[config.mk]
export PLATFORM = sky130hd
export DESIGN_NAME = mhpq_ctrl
export DESIGN_NICKNAME = d
export VERILOG_FILES = /design/src/rtl/mhpq_pkg.sv /design/src/rtl/mhpq_ctrl.sv
export SDC_FILE = /design/constraint.sdc
export NUM_CORES = 1
export LEC_CHECK = 0
export ABC_AREA = 1
export ABC_CLOCK_PERIOD_IN_PS = 3520
export CAP_MARGIN = 10
export CORE_AREA = 2 2 39 41
export DETAILED_ROUTE_END_ITERATION = 10
export DIE_AREA = 0 0 41 43
export DONT_BUFFER_PORTS = 1
export GPL_TIMING_DRIVEN = 0
export HOLD_SLACK_MARGIN = 0.12
export PLACE_DENSITY_LB_ADDON = 0.08
export SLEW_MARGIN = 40
export SYNTH_ARGS = -nofsm -noshare
export SYNTH_HDL_FRONTEND = slang
export SYNTH_SLANG_ARGS = --single-unit
[constraint.sdc]
create_clock -name clk -period 3.52 [get_ports clk]
set_input_delay 0.704 -clock clk [delete_from_list [all_inputs] [get_ports clk]]
set_output_delay 0.704 -clock clk [all_outputs]
set_load 0.005 [all_outputs]
[src/rtl/mhpq_pkg.sv]
package mhpq_pkg;

  localparam int DEF_CAPACITY = 255;

  typedef enum logic [1:0] {
    ACT_INSERT = 2'd0,
    ACT_REMOVE = 2'd1,
    ACT_MODIFY = 2'd2,
    ACT_FIND   = 2'd3
  } action_t;

  typedef enum logic [1:0] {
    ST_OK        = 2'd0,
    ST_EMPTY     = 2'd1,
    ST_FULL      = 2'd2,
    ST_NOT_FOUND = 2'd3
  } status_t;

  typedef struct packed {
    logic [1:0]         action;
    logic signed [31:0] key;
    logic signed [31:0] new_key;
  } in_item_t;

  typedef struct packed {
    logic signed [31:0] out_key;
    logic [7:0]         position;
    logic [1:0]         status;
    logic [7:0]         entry_count;
  } out_item_t;

  typedef enum logic [3:0] {
    S_IDLE,
    S_DISPATCH,
    S_SRCH_RD,
    S_SRCH_CHK,
    S_UP_RD,
    S_UP_CHK,
    S_DN_RD,
    S_DN_RD2,
    S_DN_CHK,
    S_WRITE,
    S_RM_RD,
    S_RM_LAST,
    S_DONE
  } state_t;

  // commands from controller to datapath
  typedef struct packed {
    logic load;       // capture the request
    logic rd_pos;     // read mem[pos]
    logic rd_parent;  // read mem[pos/2]
    logic rd_child;   // read mem[child]
    logic rd_child2;  // read mem[child+1]
    logic rd_last;    // read mem[fill]
    logic rd_root;    // read root into result key
    logic up_move;    // parent moves down, pos climbs
    logic dn_move;    // child moves up, pos descends
    logic wr_final;   // write held key at pos
    logic srch_init;  // start search at root
    logic srch_step;  // advance search
    logic ins_start;  // fill++, pos = fill, k = key
    logic rm_start;   // fill--, pos=1, k = last
    logic mod_setup;  // k = new key at found pos
    logic done;       // present result
  } cmd_t;

  // status from datapath to controller
  typedef struct packed {
    logic full;
    logic empty;
    logic pos_is_root;
    logic up_go;      // k > parent
    logic has_child;
    logic has_child2;
    logic dn_go;      // k < larger child
    logic srch_end;   // search stack exhausted
    logic found;
    logic fill_nonzero;
    logic new_gt;
    logic new_lt;
  } stat_t;

endpackage

[src/rtl/mhpq_ctrl.sv]
module mhpq_ctrl (
  input  logic            clk,
  input  logic            rst_n,
  input  logic            start,
  input  logic [1:0]      action,
  input  mhpq_pkg::stat_t st,
  output mhpq_pkg::cmd_t  cmd,
  output logic            busy
);
  import mhpq_pkg::*;

  state_t state_r, state_nxt;
  logic [1:0] act_r, act_nxt;

  // state register
  always_ff @(posedge clk) begin
    if (!rst_n) begin
      state_r <= S_IDLE;
      act_r   <= ACT_INSERT;
    end else begin
      state_r <= state_nxt;
      act_r   <= act_nxt;
    end
  end

  // next state and commands
  always_comb begin
    state_nxt = state_r;
    act_nxt   = act_r;
    cmd       = '0;
    busy      = (state_r != S_IDLE);
    case (state_r)
      S_IDLE: begin
        if (start) begin
          cmd.load  = 1'b1;
          act_nxt   = action;
          state_nxt = S_DISPATCH;
        end
      end
      S_DISPATCH: begin
        case (act_r)
          ACT_INSERT: begin
            if (st.full) state_nxt = S_DONE;
            else begin
              cmd.ins_start = 1'b1;
              state_nxt = S_UP_RD;
            end
          end
          ACT_REMOVE: begin
            if (st.empty) state_nxt = S_DONE;
            else begin
              cmd.rd_root = 1'b1;
              state_nxt = S_RM_RD;
            end
          end
          default: begin
            cmd.srch_init = 1'b1;
            state_nxt = S_SRCH_RD;
          end
        endcase
      end
      S_RM_RD: begin
        cmd.rd_last = 1'b1;
        state_nxt = S_RM_LAST;
      end
      S_RM_LAST: begin
        cmd.rm_start = 1'b1;
        state_nxt = st.fill_nonzero ? S_DN_RD : S_DONE;
      end
      S_SRCH_RD: begin
        if (st.srch_end) state_nxt = S_DONE;
        else begin
          cmd.rd_pos = 1'b1;
          state_nxt = S_SRCH_CHK;
        end
      end
      S_SRCH_CHK: begin
        cmd.srch_step = 1'b1;
        state_nxt = S_SRCH_RD;
      end
      S_UP_RD: begin
        if (st.pos_is_root) state_nxt = S_WRITE;
        else begin
          cmd.rd_parent = 1'b1;
          state_nxt = S_UP_CHK;
        end
      end
      S_UP_CHK: begin
        if (st.up_go) begin
          cmd.up_move = 1'b1;
          state_nxt = S_UP_RD;
        end else state_nxt = S_WRITE;
      end
      S_DN_RD: begin
        if (!st.has_child) state_nxt = S_WRITE;
        else begin
          cmd.rd_child = 1'b1;
          state_nxt = S_DN_RD2;
        end
      end
      S_DN_RD2: begin
        cmd.rd_child2 = st.has_child2;
        state_nxt = S_DN_CHK;
      end
      S_DN_CHK: begin
        if (st.dn_go) begin
          cmd.dn_move = 1'b1;
          state_nxt = S_DN_RD;
        end else state_nxt = S_WRITE;
      end
      S_WRITE: begin
        cmd.wr_final = 1'b1;
        state_nxt = S_DONE;
      end
      S_DONE: begin
        // modify path after the search completes
        if (act_r == ACT_MODIFY && st.found && (st.new_gt || st.new_lt)) begin
          cmd.mod_setup = 1'b1;
          act_nxt = ACT_FIND;
          state_nxt = st.new_gt ? S_UP_RD : S_DN_RD;
        end else begin
          cmd.done = 1'b1;
          state_nxt = S_IDLE;
        end
      end
      default: state_nxt = S_IDLE;
    endcase
  end

endmodule

# ---- After elaboration in Yosys (flattened, before gate mapping)
# Cells that the tools add are included.
dict set report totals {
  inputBits 17
  word_cells 71
  ff_bits 6
}
dict set report op_classes {
  eq_ne 16
  n_reduce_logical 9
  mux 44
}
# cell count
set ops {}
lappend ops {{4-bit case mux with 13 select lines} 1}
lappend ops {{4-bit 2-to-1 mux} 8}
lappend ops {{1-bit 2-to-1 mux} 27}
lappend ops {{4-bit == test, second input constant} 5}
lappend ops {{4-bit by 3-bit == test with 1-bit output, second input constant} 4}
lappend ops {{4-bit by 2-bit == test with 1-bit output, second input constant} 2}
lappend ops {{2-bit 2-to-1 mux} 4}
lappend ops {{4-bit case mux with 2 select lines} 1}
lappend ops {{3-bit 2-to-1 mux} 2}
lappend ops {{4-bit by 1-bit == test with 1-bit output, second input constant} 1}
lappend ops {{4-bit zero test} 1}
lappend ops {{2-bit != test, second input constant} 2}
lappend ops {{2-bit case mux with 2 select lines} 1}
lappend ops {{4-bit nonzero test} 1}
lappend ops {{3-bit AND reduction} 1}
lappend ops {{2-bit by 1-bit == test with 1-bit output, second input constant} 1}
lappend ops {{2-bit == test, second input constant} 1}
lappend ops {{1-bit logical AND} 2}
lappend ops {{2-bit zero test} 1}
lappend ops {{2-bit nonzero test} 1}
lappend ops {{2-bit OR reduction} 1}
lappend ops {{1-bit logical OR} 1}

# ---- Depth between registers and ports, before layout
# Gate-level depths: netlist of run 1.
dict set report logic_depth {
  word_depth 5
  ltp_mapped 8
  mapped_depth_nobuf 8
}

# ---- Worst setup path before layout of run 1
# OpenSTA, ideal clock, no wires.
dict set report synth_path {
  kind {input -> output}
  startpoint {input port st[3] (netlist bit)}
  endpoint {output port cmd[0] (netlist bit)}
  slack_ps 1786
  required_ps 2816
  n_path_buf 0
  t_arrival_ps 1030
  path_stages 3
  cell_sequence {nand3_1 o21ai_0 inv_1}
}
# element line_no
set synth_lines {}
lappend synth_lines {{start, declared} mhpq_ctrl.sv:6} ;# input mhpq_pkg::stat_t st,
lappend synth_lines {{end, declared} mhpq_ctrl.sv:7} ;# output mhpq_pkg::cmd_t cmd,

==> results of run 1 <==
cells by family (layout without fill, tap and decap cells):
logic type	count (synthesis)	after routing
flops	6	6
simple gates	73	73
buf+inv	32	35
compound gates	9	9
state kept, by name (all words and copies together) (netlist names):
| register | cells |
|---|---|
| state_r | 4 |
| act_r | 2 |
critical path, delay by kind of cell, from the launching register on:
| kind | cells | cell delay (ns) |
|---|---|---|
| buffers and inverters | 2 | 0.20 |
| and+or+nand+nor | 4 | 0.58 |
| DFF | 1 | 0.43 |
layout make-up:
cell class | count | share of cell area (%)
Sequential cell | 6 | 18.0
Multi-Input combinational cell | 82 | 57.5
Inverter | 32 | 18.0
Clock buffer | 3 | 3.38
Tap cell | 16 | 3.01
cell usage after synthesis, drive strengths merged:
library cell	number	share of area [%]
dfxtp	6	19
a21oi	5	4.0
o211ai	1	1.2
nand2	28	17
nand3	16	14
inv	32	19
nor3	3	2.4
nor2	20	14
nand4	2	2.0
nand3b	4	4.8
o21ai	3	2.4
routing by layer:
layer	share of wire (%)	wire length (um)
met5	0	0
met2	47	724
met3	8.9	136
met1	42	642
met4	1.6	25
where the power goes:
part	internal (W)	total, W	switching, W
registers	0.0000956	0.000129	0.0000339
clock network	0.0000386	0.0000646	0.0000260
logic	0.0000803	0.000264	0.000184
total	0.000215	0.000458	0.000244
final timing paths:
kind | from | end | slack, ns
setup reg to reg | state_r[0] | act_r[0] | 2.18
hold reg to reg | act_r[0] | act_r[0] | 0.54
hold / removal | act_r[0] | act_r[0] | 0.54
setup / recovery | state_r[0] | cmd[3] | 1.36
metrics by stage:
stage	power [W]	hold WS [ns]	worst slack, ns	std cells
floorplan	0.000338	0.488	1.79	120
global placement	0.000393	0.529	1.61	136
detailed placement	0.000397	0.533	1.62	136
CTS	0.000464	0.541	1.35	139
global route	0.000513	0.558	1.20	139
finish	0.000458	0.535	1.36	139
cells in the final DEF (no fill, tap or decap), types with 2 or more instances in the layout:
master	count
inv_1	32
nand2_1	28
nor2_1	15
nand3_1	15
dfxtp_1	6
nor2_2	5
a21oi_1	5
nand3b_1	4
nor3_1	3
clkbuf_4	3
o21ai_0	2
nand4_1	2
==> results.tsv, run 1 <==
metric	value	unit
outcome	finished, final reports clean	
post-synthesis net count	137	
crit-path max FO	6	
share of layout cells above drive strength 1	7.32	%
M3 GR Usage	3.66	%
Peak supply drop	0.327	mV
DRC errors left	0	
routing usage on met2	31.9	%
clock net sink count	6	
Post-Synth Adder-Cell Area	0	%
largest family of logic cells by synthesized area	simple AND/OR/NAND/NOR gates	
Vias	725	
setup_tns	0	ns
final number of setup-violating endpoints	0	
Hold Vio Cnt, Final	0	
# IOs	34	
Max Cap Viol	0	
std cell rows	14	
CTS Buf Count	3	
Resize count post-CTS	0	
Tmin final	2.16	ns
cell count of the worst reg-to-reg path	6	
dpl hpwl	1300	um
compound-gate portion of the synthesized area	7.63	%
hold path depth	2	
P&R area growth vs syn	6.83	%
Highest Clock Rate	0.463	GHz
area of the multi-input gates	383	um2
insertion delay to the later sink of the worst-skew pair	0.25	ns
Buffers on Ports	0	
drt total wl	1530	um
gr busiest metal	met2	
CTS max path bufs	2	
post-DR wirelength/cell	11.0	um
Final period util	61.3	%
Initial DRC Count	16	
die extent in y	43	um
pin count of the biggest net entering global routing	9	
Setup Buffers After CTS	0	
worst-path cell chain	inv_1, nor2_2, nand2_1, inv_1, nand2_1, nor3_1	
Seq/Total Area, Yosys	19.3	%
CTS tree	done	
post-synthesis xor/xnor area fraction	0	%
Synth cell types	14	
Worst-path clk slew	0.05	ns
fin. max-slew vios	0	
Crit-path slowest cell	dfxtp_1	
flop and latch count out of synthesis	6	
GR Util met1	21.4	%
Worst-Margin Slew	0.317	ns
die width	41	um
hold_buf cts	0	
post-DR vias/cell	5.22	
HP Class	reg2reg	
RSZ-0062 raised after global routing	no	
total core area	1380	um2
Design Area, Final	666	um2
FF+latch area	120	um2
Worst Clk Skew	0.0107	ns
root buf cell	clkbuf_4	
crit path DAT	1.45	ns
first-pass GRT wire length	2280	um
post-place instance area	643	um2
Final ANT Viol Nets	0	
Tot GR Track Use	18.8	%
mux cell area share after synthesis	0	%
yosys warns	0	
initial antenna violation count	0	
crit-path max cell delay	0.43	ns
final core occ	48.1	%
FILL cells	157	
CP required	2.82	ns
LEAKAGE	0.442	nW
vias in the first global route	626	
Avg Cell Area, Syn	5.19	um2
initial core utilization	45.0	%
Final GP Congestion	0.821	
max_slew headroom	78.7	%
DIE AREA	1760	um2
cell area after synthesis	623	um2
GRT overflow	0	
CP Capture Type	output port	
nets@finish	142	
antenna diode count	0	
worst setup path class	reg2out	
nature of the critical path startpoint	flip-flop	
htree depth	1	
drt pass-1 iters	4	
simple-gate share of the synthesized area	53.8	%
cell count after synthesis	120	
Cell Pwr Density	688	nW/um2
Power figures use the tool's default switching activity.
==> run 2: changes to the inputs <==
ABC_CLOCK_PERIOD_IN_PS = 2000   (was 3520)
clock period = 2 ns   (was 3.52 ns; I/O delays follow)
==> run 2 against run 1 <==
Hold slack worse by 0.28 ns. Sequential share of layout area is 0.15 points higher. Total power is 76% higher. Critical endpoint unchanged. Die area is the same. Critical path depth is 1 lower. Routed wire length is the same. Sequential power grew 78%. Worst setup slack worse by 1.2 ns. Final cell count did not move. First-iteration DRC count unchanged. Utilization grew 0.090 points. Clock power increased by 76%.
==> results.tsv, run 2 (same netlist as run 1, synthesis figures left out) <==
metric	value	unit
nets@finish	142	
crit-path max FO	5	
FILL cells	158	
Clock power frac	14.1	%
area of the multi-input gates	383	um2
Switch Pwr	0.000429	W
Comb power frac	57.5	%
Worst-path clk slew	0.05	ns
CTS tree	done	
DIE AREA	1760	um2
final number of setup-violating endpoints	0	
largest registers	state_r: 4 flops, act_r: 2 flops	
Hold Vio Cnt, Final	0	
drt total wl	1530	um
most frequent cells in the layout	32 x inv_1, 28 x nand2_1, 15 x nor2_1, 15 x nand3_1	
total core area	1380	um2
insertion delay to the later sink of the worst-skew pair	0.25	ns
Max Cap Viol	0	
Tmin final	1.80	ns
worst setup path class	reg2out	
post-DR wirelength/cell	11.0	um
HP Class	in2reg	
pin count of the biggest net entering global routing	9	
GRT overflow	0	
drt pass-1 iters	4	
root buf cell	clkbuf_4	
RSZ-0062 raised after global routing	no	
antenna diode count	0	
first-pass GRT wire length	2280	um
most common cell after layout, fill and taps aside	inv_1	
post-place instance area	643	um2
dpl hpwl	1300	um
CTS max path bufs	2	
Most flops, register	state_r	
Initial DRC Count	16	
Internal	0.000380	W
Buffers on Ports	0	
die extent in y	43	um
sw frac	53.0	%
max_slew headroom	78.7	%
clock net sink count	6	
htree depth	1	
setup_tns	0	ns
CP Capture Type	output port	
LEAKAGE	0.443	nW
Worst-Margin Slew	0.317	ns
Worst Clk Skew	0.0107	ns
Cell Pwr Density	1210	nW/um2
pre-CTS WS	0.400	ns
Highest Clock Rate	0.555	GHz
Design Area, Final	667	um2
die width	41	um
FF+latch area	121	um2
Flop pwr share	28.4	%
hold_ws	0.259	ns
Tot GR Track Use	18.8	%
final setup margin	0.199	ns
max reg flops	4	
CTS Buf Count	3	
Final period util	90.1	%
nature of the critical path startpoint	flip-flop	
CP required	1.60	ns
P&R area growth vs syn	7.03	%
Vias	725	
Final ANT Viol Nets	0	
crit path DAT	1.40	ns
outcome	finished, final reports clean	
post-DR vias/cell	5.22	
fin. max-slew vios	0	
vias in the first global route	626	
std cell rows	14	
initial antenna violation count	0	
Peak supply drop	0.585	mV
Final GP Congestion	0.821	
DRC errors left	0	
initial core utilization	45.0	%
# IOs	34	
share of layout cells above drive strength 1	8.13	%
==> run 2: layout make-up <==
| class | count | share of cell area, % |
|---|---|---|
| Sequential cell | 6 | 18.2 |
| Tap cell | 16 | 3.00 |
| Inverter | 32 | 18.0 |
| Multi-Input combinational cell | 82 | 57.4 |
| Clock buffer | 3 | 3.38 |
==> run 2: power groups by stage <==
stage	combinational [W]	sequential [W]	clock, W
2_1_floorplan	0.000377	0.000219	0
3_3_place_gp	0.000459	0.000232	0
3_5_place_dp	0.000468	0.000232	0
4_1_cts	0.000470	0.000229	0.000119
5_1_grt	0.000541	0.000237	0.000126
6_report	0.000465	0.000230	0.000114
==> run 2: worst paths after layout <==
check                  start         end  slack (ns)  cells after the start
setup / recovery  state_r[2]      cmd[3]        0.20                      5
hold / removal         rst_n  state_r[1]        0.26                      2
setup reg to reg  state_r[2]    act_r[0]        0.66                      6
hold reg to reg     act_r[0]    act_r[0]        0.54                      2
==> run 2: timing repair <==
action | CTS | global route
buffers inserted | 0 | 0
endpoints found under the setup margin | 0 | 2
gates resized for setup | 0 | 1
hold buffers | 0 | 0
==> run 2: worst max-delay path, cell delays in order, from the launching register on <==
cell	delay [ns]
dfxtp_1	0.35
nor2_1	0.29
nand2_1	0.17
inv_1	0.10
nand2_1	0.06
nor3_1	0.18
==> run 2: through the flow <==
step | power [W] | cells | utilization [%]
final | 0.000808 | 139 | 48.2
after global routing | 0.000904 | 139 | 48.2
after CTS | 0.000817 | 139 | 48.1
after detailed placement | 0.000699 | 136 | 46.5
after global placement | 0.000691 | 136 | 46.5
after floorplan | 0.000596 | 120 | -
==> run 2: layer usage <==
| metal | track usage, % | up-vias | routed length (um) |
|---|---|---|---|
| li1 | - | 374 | - |
| met1 | 21.4 | 307 | 642 |
| met2 | 31.9 | 41 | 724 |
| met3 | 3.66 | 3 | 136 |
| met4 | 8.00 | 0 | 25 |
| met5 | 0 | - | 0 |
